===== src/design/sccbm_pkg.sv =====
// shared types, constants and bus segment table for the sccb register master
// no dependencies
`default_nettype none

package sccbm_pkg;

   localparam int MAX_READ_BYTES_DEFAULT = 16;
   localparam logic [7:0] SELECT_ADDRESS_RESET = 8'hDC;
   localparam logic [9:0] TICKS_PER_UNIT_RESET = 10'd48;

   typedef enum logic [1:0] {
      OP_TICK  = 2'd0,
      OP_WRITE = 2'd1,
      OP_READ  = 2'd2
   } op_type;

   typedef enum logic {
      CSR_SELECT_ADDRESS = 1'b0,
      CSR_TICKS_PER_UNIT = 1'b1
   } csr_index_type;

   typedef enum logic [4:0] {
      PH_IDLE, PH_ST0, PH_ST1, PH_ST2, PH_ST3,
      PH_TX0, PH_TX1, PH_TX2, PH_TX3, PH_PRE,
      PH_AK0, PH_AK1, PH_RX0, PH_RX1,
      PH_MA0, PH_MA1, PH_MA2, PH_NA0, PH_NA1, PH_NA2,
      PH_SP0, PH_SP1, PH_SP2, PH_SP3
   } phase_type;

   typedef enum logic [1:0] {
      SDA_LOW  = 2'd0,
      SDA_HIGH = 2'd1,
      SDA_BIT  = 2'd2
   } sda_code_type;

   typedef struct packed {
      logic         scl;
      sda_code_type sda;
      logic         drive;
      logic [1:0]   units_m1;
   } seg_type;

   typedef struct packed {
      logic       scl;
      logic       sda_out;
      logic       sda_drive;
      logic       busy_res;
      logic [7:0] read_data;
      logic       read_valid;
      logic       last_byte;
      logic       done_res;
      logic       status;
   } rsp_type;

   function automatic seg_type seg_info(input phase_type ph);
      seg_type s;
      case (ph)
         PH_IDLE: s = '{1'b0, SDA_HIGH, 1'b1, 2'd0};
         PH_ST0:  s = '{1'b0, SDA_HIGH, 1'b1, 2'd0};
         PH_ST1:  s = '{1'b1, SDA_HIGH, 1'b1, 2'd0};
         PH_ST2:  s = '{1'b1, SDA_LOW,  1'b1, 2'd0};
         PH_ST3:  s = '{1'b0, SDA_LOW,  1'b1, 2'd1};
         PH_TX0:  s = '{1'b0, SDA_BIT,  1'b1, 2'd0};
         PH_TX1:  s = '{1'b1, SDA_BIT,  1'b1, 2'd1};
         PH_TX2:  s = '{1'b0, SDA_BIT,  1'b1, 2'd0};
         PH_TX3:  s = '{1'b0, SDA_LOW,  1'b1, 2'd0};
         PH_PRE:  s = '{1'b0, SDA_LOW,  1'b1, 2'd0};
         PH_AK0:  s = '{1'b0, SDA_HIGH, 1'b0, 2'd0};
         PH_AK1:  s = '{1'b1, SDA_HIGH, 1'b0, 2'd0};
         PH_RX0:  s = '{1'b0, SDA_HIGH, 1'b0, 2'd2};
         PH_RX1:  s = '{1'b1, SDA_HIGH, 1'b0, 2'd1};
         PH_MA0:  s = '{1'b0, SDA_LOW,  1'b1, 2'd0};
         PH_MA1:  s = '{1'b1, SDA_LOW,  1'b1, 2'd1};
         PH_MA2:  s = '{1'b0, SDA_LOW,  1'b1, 2'd1};
         PH_NA0:  s = '{1'b0, SDA_HIGH, 1'b1, 2'd0};
         PH_NA1:  s = '{1'b1, SDA_HIGH, 1'b1, 2'd2};
         PH_NA2:  s = '{1'b0, SDA_HIGH, 1'b1, 2'd0};
         PH_SP0:  s = '{1'b0, SDA_LOW,  1'b1, 2'd0};
         PH_SP1:  s = '{1'b1, SDA_LOW,  1'b1, 2'd0};
         PH_SP2:  s = '{1'b1, SDA_HIGH, 1'b1, 2'd0};
         PH_SP3:  s = '{1'b0, SDA_HIGH, 1'b1, 2'd1};
         default: s = '{1'b0, SDA_HIGH, 1'b1, 2'd0};
      endcase
      return s;
   endfunction

endpackage

`default_nettype wire


===== src/design/sccbm_fsm.sv =====
// bus sequencer: phase state, timing counters and byte shifter, advanced per request
// depends on sccbm_pkg
`default_nettype none

module sccbm_fsm
   import sccbm_pkg::*;
#(
   parameter int MAX_READ_BYTES = MAX_READ_BYTES_DEFAULT
) (
   input  wire logic       clock,
   input  wire logic       reset,
   input  wire logic       advance,
   input  wire logic [1:0] operation,
   input  wire logic [7:0] device_address,
   input  wire logic [7:0] reg_address,
   input  wire logic [7:0] write_value,
   input  wire logic [4:0] read_count,
   input  wire logic       sda_in,
   input  wire logic [7:0] select_address,
   input  wire logic [9:0] ticks_per_unit,
   output rsp_type         result
);

   localparam int BL_W = $clog2(MAX_READ_BYTES + 1);
   localparam int CW   = (BL_W > 5) ? BL_W : 5;

   localparam logic [1:0] BS_FIRST  = 2'd0;
   localparam logic [1:0] BS_SECOND = 2'd1;
   localparam logic [1:0] BS_THIRD  = 2'd2;
   localparam logic [1:0] BS_DATA   = 2'd3;

   phase_type       phase_ff, phase_in;
   logic [9:0]      unit_ff, unit_in;
   logic [1:0]      units_left_ff, units_left_in;
   logic [3:0]      bit_ff, bit_in;
   logic [7:0]      shift_ff, shift_in;
   logic [1:0]      stage_ff, stage_in;
   logic [BL_W-1:0] bytes_left_ff, bytes_left_in;
   logic            is_read_ff, is_read_in;
   logic [23:0]     held_ff, held_in;
   logic            scl_level_ff, scl_level_in;
   logic            sda_level_ff, sda_level_in;

   logic            start;
   logic [CW-1:0]   cnt;
   phase_type       ph;
   seg_type         seg;
   seg_type         seg_next;
   logic            sda_now;
   logic [9:0]      tpu;
   logic [10:0]     unit_p1;
   logic            seg_end;
   logic            do_enter;
   logic [3:0]      bit_p1;
   logic [7:0]      rx_byte;

   always_comb begin
      start = (phase_ff == PH_IDLE) &&
              ((operation == OP_WRITE) || (operation == OP_READ));
      cnt = CW'(read_count);
      if (cnt == '0) begin
         cnt = CW'(1);
      end
      if (cnt > CW'(MAX_READ_BYTES)) begin
         cnt = CW'(MAX_READ_BYTES);
      end

      ph            = start ? PH_ST0 : phase_ff;
      unit_in       = start ? '0 : unit_ff;
      units_left_in = start ? 2'd0 : units_left_ff;
      bit_in        = start ? 4'd0 : bit_ff;
      stage_in      = start ? BS_FIRST : stage_ff;
      is_read_in    = start ? (operation == OP_READ) : is_read_ff;
      held_in       = start ? {device_address, reg_address, write_value} : held_ff;
      bytes_left_in = start ? BL_W'(cnt) : bytes_left_ff;
      shift_in      = shift_ff;
      phase_in      = ph;
      scl_level_in  = scl_level_ff;
      sda_level_in  = sda_level_ff;

      seg      = seg_info(ph);
      seg_next = seg;
      sda_now  = (seg.sda == SDA_BIT) ? shift_ff[7] : seg.sda[0];
      tpu      = (ticks_per_unit == '0) ? 10'd1 : ticks_per_unit;
      unit_p1  = {1'b0, unit_in} + 11'd1;
      seg_end  = 1'b0;
      do_enter = 1'b0;
      bit_p1   = bit_in + 4'd1;
      rx_byte  = {shift_ff[6:0], sda_in};
      result   = '0;

      if (phase_ff == PH_IDLE && !start) begin
         result.scl       = scl_level_ff;
         result.sda_out   = sda_level_ff;
         result.sda_drive = 1'b1;
      end else begin
         result.scl       = seg.scl;
         result.sda_out   = sda_now;
         result.sda_drive = seg.drive;
         result.busy_res  = 1'b1;
         scl_level_in     = seg.scl;
         sda_level_in     = sda_now;

         if (unit_p1 >= {1'b0, tpu}) begin
            unit_in = '0;
            if (units_left_in == 2'd0) begin
               seg_end = 1'b1;
            end else begin
               units_left_in = units_left_in - 2'd1;
            end
         end else begin
            unit_in = unit_p1[9:0];
         end

         if (seg_end) begin
            case (ph)
               PH_ST3: begin
                  bit_in   = 4'd0;
                  phase_in = PH_TX0;
                  do_enter = 1'b1;
                  if (is_read_in && stage_in != BS_THIRD) begin
                     shift_in = select_address;
                  end else begin
                     shift_in = held_in[23:16];
                  end
               end
               PH_TX3: begin
                  shift_in = {shift_ff[6:0], 1'b0};
                  bit_in   = bit_p1;
                  do_enter = 1'b1;
                  if (bit_p1 >= 4'd8) begin
                     phase_in = is_read_in ? PH_PRE : PH_AK0;
                  end else begin
                     phase_in = PH_TX0;
                  end
               end
               PH_AK1: begin
                  if (sda_in) begin
                     result.done_res = 1'b1;
                     result.status   = 1'b1;
                     phase_in        = PH_IDLE;
                     scl_level_in    = 1'b0;
                     sda_level_in    = 1'b1;
                  end else begin
                     do_enter = 1'b1;
                     if (stage_in == BS_FIRST) begin
                        stage_in = BS_SECOND;
                        shift_in = held_in[15:8];
                        bit_in   = 4'd0;
                        phase_in = PH_TX0;
                     end else if (stage_in == BS_SECOND) begin
                        stage_in = BS_THIRD;
                        if (is_read_in) begin
                           phase_in = PH_ST0;
                        end else begin
                           shift_in = held_in[7:0];
                           bit_in   = 4'd0;
                           phase_in = PH_TX0;
                        end
                     end else if (!is_read_in) begin
                        phase_in = PH_SP0;
                     end else begin
                        stage_in = BS_DATA;
                        bit_in   = 4'd0;
                        shift_in = 8'd0;
                        phase_in = PH_RX0;
                     end
                  end
               end
               PH_RX1: begin
                  shift_in = rx_byte;
                  bit_in   = bit_p1;
                  do_enter = 1'b1;
                  if (bit_p1 >= 4'd8) begin
                     result.read_valid = 1'b1;
                     result.read_data  = rx_byte;
                     if (bytes_left_in <= BL_W'(1)) begin
                        result.last_byte = 1'b1;
                        bytes_left_in    = '0;
                        phase_in         = PH_NA0;
                     end else begin
                        bytes_left_in = bytes_left_in - BL_W'(1);
                        phase_in      = PH_MA0;
                     end
                  end else begin
                     phase_in = PH_RX0;
                  end
               end
               PH_MA2: begin
                  bit_in   = 4'd0;
                  shift_in = 8'd0;
                  phase_in = PH_RX0;
                  do_enter = 1'b1;
               end
               PH_NA2: begin
                  phase_in = PH_SP0;
                  do_enter = 1'b1;
               end
               PH_SP3: begin
                  result.done_res = 1'b1;
                  phase_in        = PH_IDLE;
                  scl_level_in    = 1'b0;
                  sda_level_in    = 1'b1;
               end
               default: begin
                  phase_in = phase_type'(ph + 5'd1);
                  do_enter = 1'b1;
               end
            endcase
         end

         if (do_enter) begin
            seg_next      = seg_info(phase_in);
            unit_in       = '0;
            units_left_in = seg_next.units_m1;
         end
      end
   end

   always_ff @(posedge clock) begin
      if (reset) begin
         phase_ff      <= PH_IDLE;
         unit_ff       <= '0;
         units_left_ff <= '0;
         bit_ff        <= '0;
         shift_ff      <= '0;
         stage_ff      <= BS_FIRST;
         bytes_left_ff <= '0;
         is_read_ff    <= 1'b0;
         held_ff       <= '0;
         scl_level_ff  <= 1'b0;
         sda_level_ff  <= 1'b1;
      end else if (advance) begin
         phase_ff      <= phase_in;
         unit_ff       <= unit_in;
         units_left_ff <= units_left_in;
         bit_ff        <= bit_in;
         shift_ff      <= shift_in;
         stage_ff      <= stage_in;
         bytes_left_ff <= bytes_left_in;
         is_read_ff    <= is_read_in;
         held_ff       <= held_in;
         scl_level_ff  <= scl_level_in;
         sda_level_ff  <= sda_level_in;
      end
   end

endmodule

`default_nettype wire


===== src/design/sccbm_rsp_reg.sv =====
// result register between the sequencer and the response channel
// depends on sccbm_pkg
`default_nettype none

module sccbm_rsp_reg
   import sccbm_pkg::*;
(
   input  wire logic    clock,
   input  wire logic    reset,
   input  wire logic    load,
   input  wire rsp_type data_in,
   input  wire logic    out_ready,
   output logic         in_ready,
   output logic         out_valid,
   output rsp_type      data_out
);

   logic    valid_ff, valid_in;
   rsp_type data_ff;

   assign in_ready  = !valid_ff || out_ready;
   assign out_valid = valid_ff;
   assign data_out  = data_ff;

   always_comb begin
      valid_in = valid_ff;
      if (load) begin
         valid_in = 1'b1;
      end else if (out_ready) begin
         valid_in = 1'b0;
      end
   end

   always_ff @(posedge clock) begin
      if (reset) begin
         valid_ff <= 1'b0;
      end else begin
         valid_ff <= valid_in;
      end
   end

   always_ff @(posedge clock) begin
      if (load) begin
         data_ff <= data_in;
      end
   end

endmodule

`default_nettype wire


===== src/design/sccb_register_master_unit.sv =====
// sccb register master top level: configuration registers, sequencer, result register
// depends on sccbm_pkg, sccbm_fsm, sccbm_rsp_reg
`default_nettype none

// Each request is one bus tick or a command (write or read of a camera register) and
// yields exactly one response with the bus levels and status for that tick. A request
// is taken every cycle while the response register is empty or being drained, and its
// response appears in the following cycle; the sequencer does all of a tick's work in the
// cycle of acceptance. Bus phase lengths are whole delay units of ticks_per_unit ticks.

module sccb_register_master_unit
   import sccbm_pkg::*;
#(
   parameter int MAX_READ_BYTES = MAX_READ_BYTES_DEFAULT
) (
   input  wire logic       clock,
   input  wire logic       reset,
   input  wire logic       req_valid,
   output logic            req_ready,
   input  wire logic [1:0] req_operation,
   input  wire logic [7:0] req_device_address,
   input  wire logic [7:0] req_reg_address,
   input  wire logic [7:0] req_write_value,
   input  wire logic [4:0] req_read_count,
   input  wire logic       req_sda_in,
   output logic            rsp_valid,
   input  wire logic       rsp_ready,
   output logic            rsp_scl,
   output logic            rsp_sda_out,
   output logic            rsp_sda_drive,
   output logic            rsp_busy_res,
   output logic [7:0]      rsp_read_data,
   output logic            rsp_read_valid,
   output logic            rsp_last_byte,
   output logic            rsp_done_res,
   output logic            rsp_status,
   input  wire logic       csr_write_enable,
   input  wire logic       csr_index,
   input  wire logic [9:0] csr_write_data
);

   logic [7:0] select_address_ff;
   logic [9:0] ticks_per_unit_ff;
   logic       accept;
   rsp_type    step_result;
   rsp_type    rsp_data;

   assign accept = req_valid && req_ready;

   always_ff @(posedge clock) begin
      if (reset) begin
         select_address_ff <= SELECT_ADDRESS_RESET;
         ticks_per_unit_ff <= TICKS_PER_UNIT_RESET;
      end else if (csr_write_enable) begin
         case (csr_index)
            CSR_SELECT_ADDRESS: select_address_ff <= csr_write_data[7:0];
            CSR_TICKS_PER_UNIT: ticks_per_unit_ff <= csr_write_data;
            default: begin
            end
         endcase
      end
   end

   sccbm_fsm #(
      .MAX_READ_BYTES(MAX_READ_BYTES)
   ) u_fsm (
      .clock          (clock),
      .reset          (reset),
      .advance        (accept),
      .operation      (req_operation),
      .device_address (req_device_address),
      .reg_address    (req_reg_address),
      .write_value    (req_write_value),
      .read_count     (req_read_count),
      .sda_in         (req_sda_in),
      .select_address (select_address_ff),
      .ticks_per_unit (ticks_per_unit_ff),
      .result         (step_result)
   );

   sccbm_rsp_reg u_rsp_reg (
      .clock     (clock),
      .reset     (reset),
      .load      (accept),
      .data_in   (step_result),
      .out_ready (rsp_ready),
      .in_ready  (req_ready),
      .out_valid (rsp_valid),
      .data_out  (rsp_data)
   );

   assign rsp_scl        = rsp_data.scl;
   assign rsp_sda_out    = rsp_data.sda_out;
   assign rsp_sda_drive  = rsp_data.sda_drive;
   assign rsp_busy_res   = rsp_data.busy_res;
   assign rsp_read_data  = rsp_data.read_data;
   assign rsp_read_valid = rsp_data.read_valid;
   assign rsp_last_byte  = rsp_data.last_byte;
   assign rsp_done_res   = rsp_data.done_res;
   assign rsp_status     = rsp_data.status;

endmodule

`default_nettype wire


===== config.mk =====
export PLATFORM = sky130hd
export DESIGN_NAME = sccb_register_master_unit
export DESIGN_NICKNAME = d
export VERILOG_FILES = /design/src/design/sccbm_pkg.sv /design/src/design/sccbm_fsm.sv /design/src/design/sccbm_rsp_reg.sv /design/src/design/sccb_register_master_unit.sv
export SDC_FILE = /design/constraint.sdc
export NUM_CORES = 1
export LEC_CHECK = 0
export BUFFER_PORTS_ARGS = -buffer_cell sky130_fd_sc_hd__clkbuf_2
export CORE_MARGIN = 2
export CORE_UTILIZATION = 45
export CTS_BUF_LIST = sky130_fd_sc_hd__clkbuf_16
export DETAILED_ROUTE_END_ITERATION = 7
export PLACE_DENSITY = 0.7
export SLEW_MARGIN = 10
export SYNTH_ARGS = -nofsm -noshare
export SYNTH_HDL_FRONTEND = slang
export SYNTH_SLANG_ARGS = --single-unit

===== constraint.sdc =====
create_clock -name clock -period 5 [get_ports clock]
set_input_delay 1 -clock clock [delete_from_list [all_inputs] [get_ports clock]]
set_output_delay 1 -clock clock [all_outputs]
set_load 0.05 [all_outputs]

-- Word level (Yosys, flattened, before mapping)
Memory sizes are Yosys's and may differ from the RTL's.
Cells that the tools add are included.
- memories kept: 2
- register bits: 98
- latch bits: 0
- input port bits: 48
- bits in writable memories: 0
- bits in read-only memories: 384
- memory list (name ; words ; width ; rd ports ; clocked after Yosys merged registers in ; wr ports ; RTL line ; source):
    (name not given) ; 32 ; 6 ; 1 ; 0 ; 0 ; sccbm_pkg.sv:57 ; case (ph)
    (name not given) ; 32 ; 6 ; 1 ; 0 ; 0 ; sccbm_pkg.sv:57 ;
- order comparisons: 4
- divide/modulo/power cells: 0
- shift-type cells: 0
- $add $sub $neg: 5
- multiply operators: 0
- muxes and demuxes: 83
- bitwise operators: 6
- reductions and logical operators: 25
- eq/ne operators: 15
- operators with widths (operator ; number):
    $mux W5 ; 19
    $mux W10 ; 7
    $mux W8 ; 6
    $pmux W8 S5 ; 1
    $pmux W5 S7 ; 1
    $mux W4 ; 8
    $mux W2 ; 15
    $mux W24 ; 1
    $mux W1 ; 16
    $eq A5 B4 Y1 const B ; 3
    $eq A5 B5 Y1 const B ; 3
    $mux W13 ; 1
    $mux W12 ; 1
    $pmux W4 S3 ; 1
    $add A10 B1 Y11 const B ; 1
    $ge A11 B10 Y1 ; 1
    $logic_not A10 Y1 ; 1
    $logic_not A5 Y1 ; 2
    $pmux W1 S2 ; 4
    $reduce_and A7 Y1 ; 1
    $mux W3 ; 2
    $not A1 Y1 ; 6
    $reduce_and A2 Y1 ; 3
    $reduce_or A2 Y1 ; 3
    21 further kinds ; 31

-- Longest topological paths before layout
Gate-level depths: netlist of the first run.
An unclocked memory read counts as a cell.
- word-level depth: 14
- gate-level depth with buffers: 22

-- By module
A second synthesis of the first run with hierarchy kept.
- cells, all modules: 718
- area, all modules: 5784.3 um^2
- by module, submodules not included (module ; area an instance (um^2) ; instances ; cells an instance):
    sccbm_fsm ; 4511.8 ; 1 ; 621
    sccb_register_master_unit ; 745.7 ; 1 ; 77
    sccbm_rsp_reg ; 526.8 ; 1 ; 20

-- Worst setup path after synthesis of the first run
OpenSTA, ideal clock, no wires.
- path kind: input port to flip-flop
- start: input req_operation[0]
- end: register u_fsm.units_left_ff[0]
- buffers on the path: 2
- data arrival time: 5.270 ns
- library setup time: 0.103 ns
- required time: 4.897 ns
- slack: -0.373 ns
- cell stages on the path: 20
- cells stage by stage: inv_1 ha_1 nor2_1 nand2_1 clkbuf_1 buf_1 and2_1 ha_1 nand3_1 or3_2 a21oi_1 ha_1 a21o_1 a221oi_1 o311ai_1 o221a_2 o22ai_2 a21o_2 o211ai_1 a2111oi_2
- word-level cells in the longest chain between the ends: 14
- RTL lines (what ; RTL line ; source):
    from (decl) ; sccb_register_master_unit.sv:20 ; input wire logic [1:0] req_operation,
    branches (longest 13 deep; another with $add A10 B1 Y11) ; - ;
    $mux W2 (*) ; sccbm_fsm.sv:92 ; if (phase_ff == PH_IDLE && !start) begin
    to (signal assigned) ; sccbm_fsm.sv:236 ; units_left_ff <= units_left_in;
    to (decl) ; sccbm_fsm.sv:34 ; logic [1:0] units_left_ff, units_left_in;
Mark *: on every way between the ends. The select of a mux whose other input is x is not followed.
A chain may end at the register's enable or synchronous reset.

-- Worst setup path in the final report of the first run
Ends and elaborated chain as after synthesis.

==> impl_metrics.py, run 1 <==
metrics = {
    "worst_setup_path": {
        "worstPathArrival_ns": 4.91,
        "r2r_slack_ns": 0.55,
        "critical-path-top-delay-family": "compound AO/OA/AOI/OAI gates",
        "worstPathMaxFanout": 7,
        "reg2reg_to": "u_fsm.units_left_ff[0]",
        "worstPathRequired_ns": 5.20,
        "max_stage_delay_ns": 0.45,
        "reg2reg_depth": 19,
        "path_cells": "clkbuf_2 -> inv_1 -> ha_1 -> nor2_1 -> nand2_1 -> and2_1 -> ha_2 -> nand3_2 -> or3_2 -> a21oi_2 -> ha_1 -> a21o_1 -> a221oi_4 -> o311a_4 -> a21boi_4 -> buf_4 -> a211oi_4 -> buf_4 -> nor3_1 -> a31oi_1 -> a2111oi_2",
        "crit_buf_inv": 4,
        "cp-end-kind": "register",
        "r2r-start": "u_fsm.phase_ff[1]",
        "cp_slowest_cell": "or3_2",
        "crit_type": "input port to register",
        "startpoint_type": "input port",
    },
    "pwr": {
        "finalPower_mw": 1.82,
        "clockPowerShare": 0.361,
        "ir_drop_uv": 214,
        "power_density_mw_per_mm2": 274,
        "combPwrFrac": 0.172,
        "p_int_mw": 1.30,
        "p_sw_frac": 0.287,
        "leakagePower_nw": 2.53,
        "power_switching_uw": 523,
        "seq_power_share": 0.467,
    },
    "routing": {
        "routed_wl_um": 15300,
        "wire_per_inst_um": 15.8,
        "ant_nets": 0,
        "drc": 0,
        "vias_per_cell": 5.74,
        "first_iter_violations": 409,
        "vias": 5530,
        "first_pass_iters": 5,
    },
    "clocking": {
        "htree_levels": 3,
        "clkTransAtPathRegs_ns": 0.07,
        "clkSinkCount": 98,
        "clock_latency_ns": 0.35,
        "cts_hold_buf": 0,
        "cts_tree": "yes",
        "cts_buffer_depth": 2,
        "cts_buffers": 9,
        "cts_root_buf": "clkbuf_16",
    },
    "floorplanning": {
        "ios": 66,
        "die_h_um": 117,
        "core_mm2": 0.0125,
        "initial_core_util": 0.456,
        "die_w_um": 117,
        "row_count": 41,
        "dieArea_mm2": 0.0136,
    },
    "sta": {
        "maxSlewViolCount": 0,
        "max_freq_mhz": 212,
        "setup_viol": 0,
        "layout_min_cycle_time_ns": 4.71,
        "timing.slew.headroom": 0.417,
        "worst_pin_slew_ns": 0.875,
        "period_share": 0.943,
        "whs_ns": 0.456,
        "finalHoldViolations": 0,
        "finalClockSkew_ns": 0.00808,
    },
    "synthesis": {
        "yosysUniqueCellTypes": 83,
        "syn_area_per_cell_um2": 7.90,
        "async_flop_share": 0,
        "ys_warn_count": 0,
        "ys_ff_latch": 98,
        "synthCells": 722,
        "yosysSeqAreaShare": 0.372,
        "dominantRegCellSynth": "dfxtp_1",
        "syn-num-nets": 792,
        "synth_edf_count": 16,
        "syn_area_mm2": 0.00570,
    },
    "final_layout": {
        "multi_input_area_mm2": 0.00338,
        "final_cells": 963,
        "fin_util": 0.531,
        "drive_gt1_frac": 0.188,
        "n_antenna_cell": 0,
        "seqCellArea_mm2": 0.00212,
        "nets": 858,
        "syn_to_final_growth_pct": 16.7,
        "final_common_cell": "nand2_1",
        "fillers": 1213,
        "final_cell_mix": "nand2_1, dfxtp_1, a21oi_1, clkbuf_2, nor2_1",
    },
    "min_path": {
        "hold_path.startpoint": "u_fsm.held_ff[0]",
        "hold_path_depth": 2,
        "worstHoldEndpoint": "u_fsm.held_ff[0]",
        "holdCritPathClass": "register to register",
    },
    "place": {
        "place.gp.congestion": 0.976,
        "dp.cells": 944,
        "portBuffers": 65,
        "hpwlAfterDp_um": 11000,
    },
    "grt": {
        "grt_max_degree": 45,
        "grt_usage": 0.229,
        "antenna_found_initial": 0,
        "grt_pass1_vias": 5080,
        "overflow": 0,
        "grt_pass1_wl_um": 24700,
    },
    "flow_run": {
        "max-cap-violations": 0,
    },
    "outcome": {
        "outcome": "completed",
    },
}
## sequential cells by signal (all words and copies together), names as in the netlist
| name | count |
|---|---|
| u_fsm.is_read_ff | 1 |
| u_fsm.unit_ff | 10 |
| u_rsp_reg.out_valid | 1 |
| u_fsm.held_ff | 24 |
| u_fsm.shift_ff | 8 |
| u_fsm.stage_ff | 2 |
| u_rsp_reg.data_out | 16 |
| select_address_ff | 8 |
| u_fsm.scl_level_ff | 1 |
| u_fsm.units_left_ff | 2 |
| u_fsm.phase_ff | 5 |
| u_fsm.sda_level_ff | 1 |
| u_fsm.bytes_left_ff | 5 |
| ticks_per_unit_ff | 10 |
| u_fsm.bit_ff | 4 |
## cell usage after synthesis (5+ instances only)
cell | count | share of area
clkbuf_1 | 27 | 0.018
nor3_1 | 22 | 0.019
edfxtp_1 | 16 | 0.084
inv_1 | 25 | 0.016
nor2_1 | 62 | 0.041
dfxtp_1 | 82 | 0.29
nand2_1 | 149 | 0.098
buf_2 | 7 | 0.0061
nand3_1 | 20 | 0.018
mux2i_1 | 12 | 0.021
nand4_1 | 6 | 0.0066
a221oi_1 | 9 | 0.014
xnor2_1 | 5 | 0.0077
o21ai_0 | 16 | 0.014
o31ai_1 | 10 | 0.013
nand2b_1 | 7 | 0.0077
and2_1 | 15 | 0.016
a21oi_1 | 80 | 0.070
a311oi_1 | 9 | 0.014
ha_1 | 22 | 0.048
nand3b_1 | 12 | 0.016
a211oi_1 | 12 | 0.016
xor2_1 | 5 | 0.0077
## cell type report
type,count,share of cell area
clock inverters,4,0.00357
repair buffers,97,0.0850
multi-input cells,556,0.508
well taps,172,0.0323
flip-flops and latches,98,0.319
inverters,26,0.0147
clock buffers,10,0.0376
## repair_timing
item / CTS / global route
endpoints found under the setup margin: 0 / 1
setup buffers: 0 / 5
resized for setup: 0 / 6
## worst max path at each step
stage | start | end | slack (ns) | depth (start not counted)
floorplan | req_operation[0] | u_fsm.units_left_ff[0] | 0.02 | 20
global placement | req_operation[0] | u_fsm.units_left_ff[0] | 0.07 | 19
detailed placement | req_operation[0] | u_fsm.units_left_ff[0] | -0.07 | 19
CTS | req_operation[0] | u_fsm.units_left_ff[0] | 0.30 | 19
global route | req_operation[0] | u_fsm.units_left_ff[0] | -0.0002 | 22
finish | req_operation[0] | u_fsm.units_left_ff[0] | 0.29 | 21
## logic make-up (layout without fill, tap and decap cells)
group           count (synthesis)  in the layout  share of synthesized area
flops                          98             98                      0.372
xor+xnor                       10             10                     0.0154
fa+ha+maj                      22             22                     0.0483
simple gates                  327            327                      0.272
compound gates                183            183                      0.214
mux                            14             14                     0.0270
buf+inv                        68            137                     0.0513
## tightest hold or removal path: stages, from the launching register on
cell and delay [ns]:
dfxtp_1 0.31, nand2_1 0.05, a21oi_1 0.05
## power groups by stage
stage / Combinational [mW] / Clock (mW) / Sequential (mW)
floorplan: 0.189 / 0 / 0.889
global placement: 0.301 / 0 / 0.867
detailed placement: 0.307 / 0 / 0.868
CTS: 0.308 / 0.672 / 0.850
global route: 0.346 / 0.702 / 0.854
finish: 0.313 / 0.657 / 0.850
## metal layers
metal / vias to the layer above / global-route usage / part of all wire
met2: 202 / 0.373 / 0.47
met5: - / 0 / 0
met4: 0 / 0.0706 / 0.017
li1: 2700 / - / -
met1: 2608 / 0.305 / 0.45
met3: 20 / 0.0509 / 0.062
## stage by stage
stage                     cell area [um2]  setup TNS [ns]  worst slack, ns
after global routing                 6650       -0.000224        -0.000224
after detailed placement             6300         -0.0706          -0.0706
final                                6650               0            0.287
after floorplan                      5770               0           0.0248
after global placement               6300               0           0.0675
after CTS                            6570               0            0.305
Note: power is estimated with default switching activity, not from simulation.
==> inputs of run 2 (changes only) <==
--- a/config.mk
+++ b/config.mk
@@ -7,3 +7,2 @@
 export LEC_CHECK = 0
-export BUFFER_PORTS_ARGS = -buffer_cell sky130_fd_sc_hd__clkbuf_2
 export CORE_MARGIN = 2
@@ -12,3 +11,4 @@
 export DETAILED_ROUTE_END_ITERATION = 7
-export PLACE_DENSITY = 0.7
+export DONT_BUFFER_PORTS = 1
+export PLACE_DENSITY = 0.65
 export SLEW_MARGIN = 10
--- a/constraint.sdc
+++ b/constraint.sdc
@@ -3,2 +3,2 @@
 set_output_delay 1 -clock clock [all_outputs]
-set_load 0.05 [all_outputs]
+set_load 0.01 [all_outputs]
==> run 2 against run 1 <==
Compared with the run above: design area decreased by 6.6%; clock skew increased by 0.0030 ns; largest power group unchanged; via count decreased by 7.7%.
==> impl_metrics.py, run 2 (synthesis gave the netlist of run 1 again) <==
metrics = {
    "clocking": {
        "cts_buffer_depth": 2,
        "ctsResizeCount": 0,
        "clock_latency_ns": 0.36,
        "cts_buffers": 9,
        "clkSinkCount": 98,
        "cts_root_buf": "clkbuf_16",
        "cts_setup_buffers": 0,
        "clkTransAtPathRegs_ns": 0.07,
        "cts_tree": "yes",
        "cts_hold_buf": 0,
        "htree_levels": 3,
    },
    "worst_setup_path": {
        "cp_num_cells": 20,
        "r2r-start": "u_fsm.phase_ff[1]",
        "cp-startpoint": "req_operation[0]",
        "crit_type": "input port to register",
        "crit_end": "u_fsm.units_left_ff[0]",
        "worstPathMaxFanout": 9,
        "reg2reg_depth": 19,
        "reg2reg_to": "u_fsm.units_left_ff[0]",
        "crit_buf_inv": 2,
        "worstPathArrival_ns": 4.88,
        "cp_slowest_cell": "o311a_2",
        "cp-end-kind": "register",
        "startpoint_type": "input port",
        "max_stage_delay_ns": 0.46,
        "r2r_slack_ns": 0.62,
        "critical-path-top-delay-family": "compound AO/OA/AOI/OAI gates",
        "worstPathRequired_ns": 5.26,
        "path_cells": "inv_1 -> ha_1 -> nor2_1 -> nand2_1 -> and2_1 -> ha_2 -> nand3_2 -> nor3_2 -> xnor2_1 -> nor2_1 -> ha_1 -> and3_1 -> nand3_1 -> o311a_2 -> a21boi_4 -> o32ai_1 -> buf_4 -> nor3_1 -> a31oi_1 -> a2111oi_2",
    },
    "routing": {
        "ant_nets": 0,
        "routed_wl_um": 14800,
        "wire_per_inst_um": 16.7,
        "vias": 5105,
        "drc": 0,
        "first_iter_violations": 305,
        "first_pass_iters": 5,
        "vias_per_cell": 5.75,
    },
    "outcome": {
        "outcome": "completed",
    },
    "final_layout": {
        "seqCellArea_mm2": 0.00212,
        "top_register": "u_fsm.held_ff",
        "multi_input_area_mm2": 0.00334,
        "n_antenna_cell": 0,
        "nets": 781,
        "fillers": 1270,
        "largest_reg_flops": 24,
        "syn_to_final_growth_pct": 8.93,
        "drive_gt1_frac": 0.0978,
        "final_cells": 888,
        "final_common_cell": "nand2_1",
        "final_cell_mix": "nand2_1, dfxtp_1, a21oi_1, nor2_1, inv_1",
    },
    "grt": {
        "grt_max_degree": 84,
        "grt_usage": 0.228,
        "overflow": 0,
        "grt_pass1_vias": 4833,
        "grt_pass1_wl_um": 24200,
        "antenna_found_initial": 0,
    },
    "sta": {
        "finalHoldViolations": 0,
        "period_share": 0.924,
        "layout_min_cycle_time_ns": 4.62,
        "max_freq_mhz": 217,
        "rsz0062_at_grt": "no",
        "worst_pin_slew_ns": 0.826,
        "setup_viol": 0,
        "tns_ns": 0,
        "finalClockSkew_ns": 0.0111,
        "setup_slack_ns": 0.381,
        "maxSlewViolCount": 0,
        "timing.slew.headroom": 0.445,
    },
    "place": {
        "place.gp.congestion": 0.940,
        "dp.cells": 872,
        "portBuffers": 0,
        "hpwlAfterDp_um": 10800,
        "dp_slack_ns": 0.0293,
    },
    "floorplanning": {
        "dieArea_mm2": 0.0136,
        "die_w_um": 117,
        "die_h_um": 117,
        "ios": 66,
        "core_mm2": 0.0125,
        "row_count": 41,
        "initial_core_util": 0.456,
    },
    "min_path": {
        "hold_path.startpoint": "u_fsm.scl_level_ff",
        "holdCritPathClass": "register to register",
    },
    "pwr": {
        "ir_drop_uv": 176,
        "power_density_mw_per_mm2": 286,
        "leakagePower_nw": 2.20,
    },
    "flow_run": {
        "max-cap-violations": 0,
    },
}
==> run 2: worst min-delay path by stage <==
stage	to	slack (ns)	cells past startpoint
6_report	u_fsm.scl_level_ff	0.45	2
5_1_grt	u_fsm.held_ff[2]	0.47	2
4_1_cts	u_fsm.held_ff[12]	0.45	2
3_5_place_dp	u_fsm.held_ff[12]	0.44	2
3_3_place_gp	u_fsm.scl_level_ff	0.43	2
2_1_floorplan	u_fsm.scl_level_ff	0.43	2
==> run 2: routing by layer <==
metal	wire length, um	track usage
met3	957	0.0503
met1	6670	0.299
met4	424	0.106
met5	0	0
met2	6750	0.358
==> run 2: per-stage QoR <==
stage                     power [mW]  instance area [um2]  hold slack, ns   util
after global routing            1.86                 6210           0.466  0.496
final                           1.78                 6210           0.449  0.496
after floorplan                 1.06                 5770           0.433      -
after global placement          1.10                 5920           0.434  0.473
after detailed placement        1.11                 5920           0.442  0.473
after CTS                       1.79                 6210           0.451  0.496
==> run 2: layout make-up <==
class                   instances  share of cell area
clock buffers                  10              0.0403
clock inverters                 6             0.00645
inverters                      26              0.0157
multi-input cells             556               0.537
flip-flops and latches         98               0.342
well taps                     172              0.0346
repair buffers                 20              0.0242
==> run 2: power by group <==
group          internal [mW]  switching, mW
sequential             0.833         0.0224
clock                  0.369          0.318
combinational         0.0817          0.153
total                   1.28          0.494
==> run 2: worst register-to-register path, stage by stage, from the launching register on <==
cell and delay [ns]:
dfxtp_1 0.54, nor4_2 0.09, buf_4 0.17, nand2_1 0.09, and2_1 0.16, ha_2 0.22
nand3_2 0.13, nor3_2 0.20, xnor2_1 0.14, nor2_1 0.08, ha_1 0.30, and3_1 0.21
nand3_1 0.12, o311a_2 0.46, a21boi_4 0.35, o32ai_1 0.19, buf_4 0.18, nor3_1 0.20
a31oi_1 0.13, a2111oi_2 0.33
==> inputs of run 3 (changes only) <==
- CORE_ASPECT_RATIO: unset -> 0.9
==> run 3 against run 2 <==
Compared with the run above: total power up 0.63%; utilization rose by 1.3 points; register-to-register slack about the same; sequential share of layout area hardly changed; clock power grew 1%; clock-buffer cell count is 1 lower; non-clock buffer count up 1; sequential power about the same; largest power group unchanged; critical path type unchanged; design area rose by 0.12%; worst setup slack worse by 0.083 ns; hold slack improved by 0.0011 ns.
==> impl_metrics.py, run 3 (synthesis gave the netlist of run 1 again) <==
metrics = {
    "outcome": {
        "outcome": "completed",
    },
    "final_layout": {
        "syn_to_final_growth_pct": 9.06,
        "nets": 782,
        "top_register": "u_fsm.held_ff",
        "n_antenna_cell": 0,
        "final_cell_mix": "nand2_1, dfxtp_1, a21oi_1, nor2_1, inv_1",
        "final_cells": 877,
        "final_common_cell": "nand2_1",
        "largest_reg_flops": 24,
        "drive_gt1_frac": 0.0990,
    },
    "floorplanning": {
        "core_mm2": 0.0122,
        "die_w_um": 123,
        "dieArea_mm2": 0.0136,
        "die_h_um": 111,
        "ios": 66,
        "initial_core_util": 0.467,
        "row_count": 38,
    },
    "worst_setup_path": {
        "cp-end-kind": "register",
        "crit_type": "input port to register",
        "startpoint_type": "input port",
        "critical-path-top-delay-family": "simple AND/OR/NAND/NOR gates",
        "worstPathMaxFanout": 6,
        "worstPathArrival_ns": 4.96,
        "max_stage_delay_ns": 0.46,
        "crit_buf_inv": 1,
        "worstPathRequired_ns": 5.26,
        "reg2reg_depth": 17,
        "cp_slowest_cell": "o311a_2",
        "cp_num_cells": 19,
        "path_cells": "inv_1 -> ha_1 -> nor2_1 -> nand2_1 -> and2_1 -> ha_2 -> nand3_2 -> nor3_2 -> xnor2_1 -> nor2_1 -> ha_1 -> and3_1 -> nand3_1 -> o311a_2 -> a21boi_4 -> mux2i_1 -> nor3_2 -> o211ai_1 -> a2111oi_2",
    },
    "sta": {
        "setup_slack_ns": 0.298,
        "period_share": 0.940,
        "finalClockSkew_ns": 0.00756,
        "setup_viol": 0,
        "maxSlewViolCount": 0,
        "worst_pin_slew_ns": 1.09,
        "max_freq_mhz": 213,
        "finalHoldViolations": 0,
        "tns_ns": 0,
        "rsz0062_at_grt": "no",
        "timing.slew.headroom": 0.270,
        "layout_min_cycle_time_ns": 4.70,
    },
    "routing": {
        "vias": 5168,
        "drc": 0,
        "first_iter_violations": 319,
        "routed_wl_um": 14800,
        "wire_per_inst_um": 16.9,
        "ant_nets": 0,
        "vias_per_cell": 5.89,
        "first_pass_iters": 4,
    },
    "clocking": {
        "clkTransAtPathRegs_ns": 0.07,
        "cts_root_buf": "clkbuf_16",
        "clkSinkCount": 98,
        "cts_hold_buf": 0,
        "cts_tree": "yes",
        "htree_levels": 3,
        "cts_buffer_depth": 2,
        "clock_latency_ns": 0.35,
        "cts_buffers": 9,
    },
    "pwr": {
        "finalPower_mw": 1.79,
        "power_density_mw_per_mm2": 288,
        "ir_drop_uv": 245,
        "leakagePower_nw": 2.20,
    },
    "min_path": {
        "holdCritPathClass": "register to register",
        "hold_path_depth": 2,
    },
    "grt": {
        "grt_max_degree": 84,
        "grt_pass1_vias": 4891,
        "grt_pass1_wl_um": 24700,
        "grt_usage": 0.226,
        "overflow": 0,
        "antenna_found_initial": 0,
    },
    "place": {
        "place.gp.congestion": 0.895,
        "dp_slack_ns": -0.0175,
        "portBuffers": 0,
        "dp.cells": 859,
        "hpwlAfterDp_um": 10700,
    },
    "flow_run": {
        "max-cap-violations": 0,
    },
}
-- run 3: cell type report --
class | count | area, um2
flip-flops and latches | 98 | 2120
well taps | 160 | 200
repair buffers | 21 | 170
inverters | 26 | 97.6
clock buffers | 9 | 225
multi-input cells | 556 | 3340
fillers | 1174 | 6000
clock inverters | 7 | 67.6
-- run 3: where the power goes --
part	switching [mW]	total [mW]	internal, mW	leakage, nW
Clock	0.310	0.697	0.387	0.141
Sequential	0.0225	0.855	0.833	0.822
Combinational	0.154	0.236	0.0816	1.24
-- run 3: per-stage QoR --
| stage | area [um2] | utilization | hold slack [ns] |
|---|---|---|---|
| after CTS | 6190 | 0.507 | 0.452 |
| after global routing | 6220 | 0.509 | 0.469 |
| after detailed placement | 5900 | 0.483 | 0.443 |
| after floorplan | 5770 | - | 0.433 |
| final | 6220 | 0.509 | 0.450 |
| after global placement | 5900 | 0.483 | 0.433 |
-- run 3: worst paths after layout --
path | slack, ns | endpoint | startpoint
min reg2reg | 0.45 | u_fsm.held_ff[19] | u_fsm.held_ff[19]
max | 0.30 | u_fsm.units_left_ff[0] | req_operation[0]
max reg2reg | 0.63 | u_fsm.units_left_ff[0] | u_fsm.phase_ff[1]
min | 0.45 | u_fsm.held_ff[19] | u_fsm.held_ff[19]
-- run 3: what timing repair did --
| action | CTS | global route |
|---|---|---|
| setup endpoints to repair | 0 | 1 |
| gates resized for setup | 0 | 0 |
| hold endpoints to repair | 0 | 0 |
| setup buffers | 0 | 2 |
-- run 3: layer usage --
metal	global-route usage	up-vias	share of wire
met4	0.0690	0	0.018
met3	0.0694	22	0.079
met1	0.312	2415	0.46
li1	-	2548	-
met2	0.337	183	0.44
met5	0	-	0
-- run 3: worst reg2reg max path, stage by stage, from the launching register on --
cell and delay [ns]:
dfxtp_1 0.42, nor4_2 0.38, nand2_1 0.17, and2_1 0.23
ha_2 0.21, nand3_2 0.12, nor3_2 0.06, xnor2_1 0.15
nor2_1 0.08, ha_1 0.29, and3_1 0.22, nand3_1 0.13
o311a_2 0.46, a21boi_4 0.35, mux2i_1 0.26, nor3_2 0.24
o211ai_1 0.14, a2111oi_2 0.38
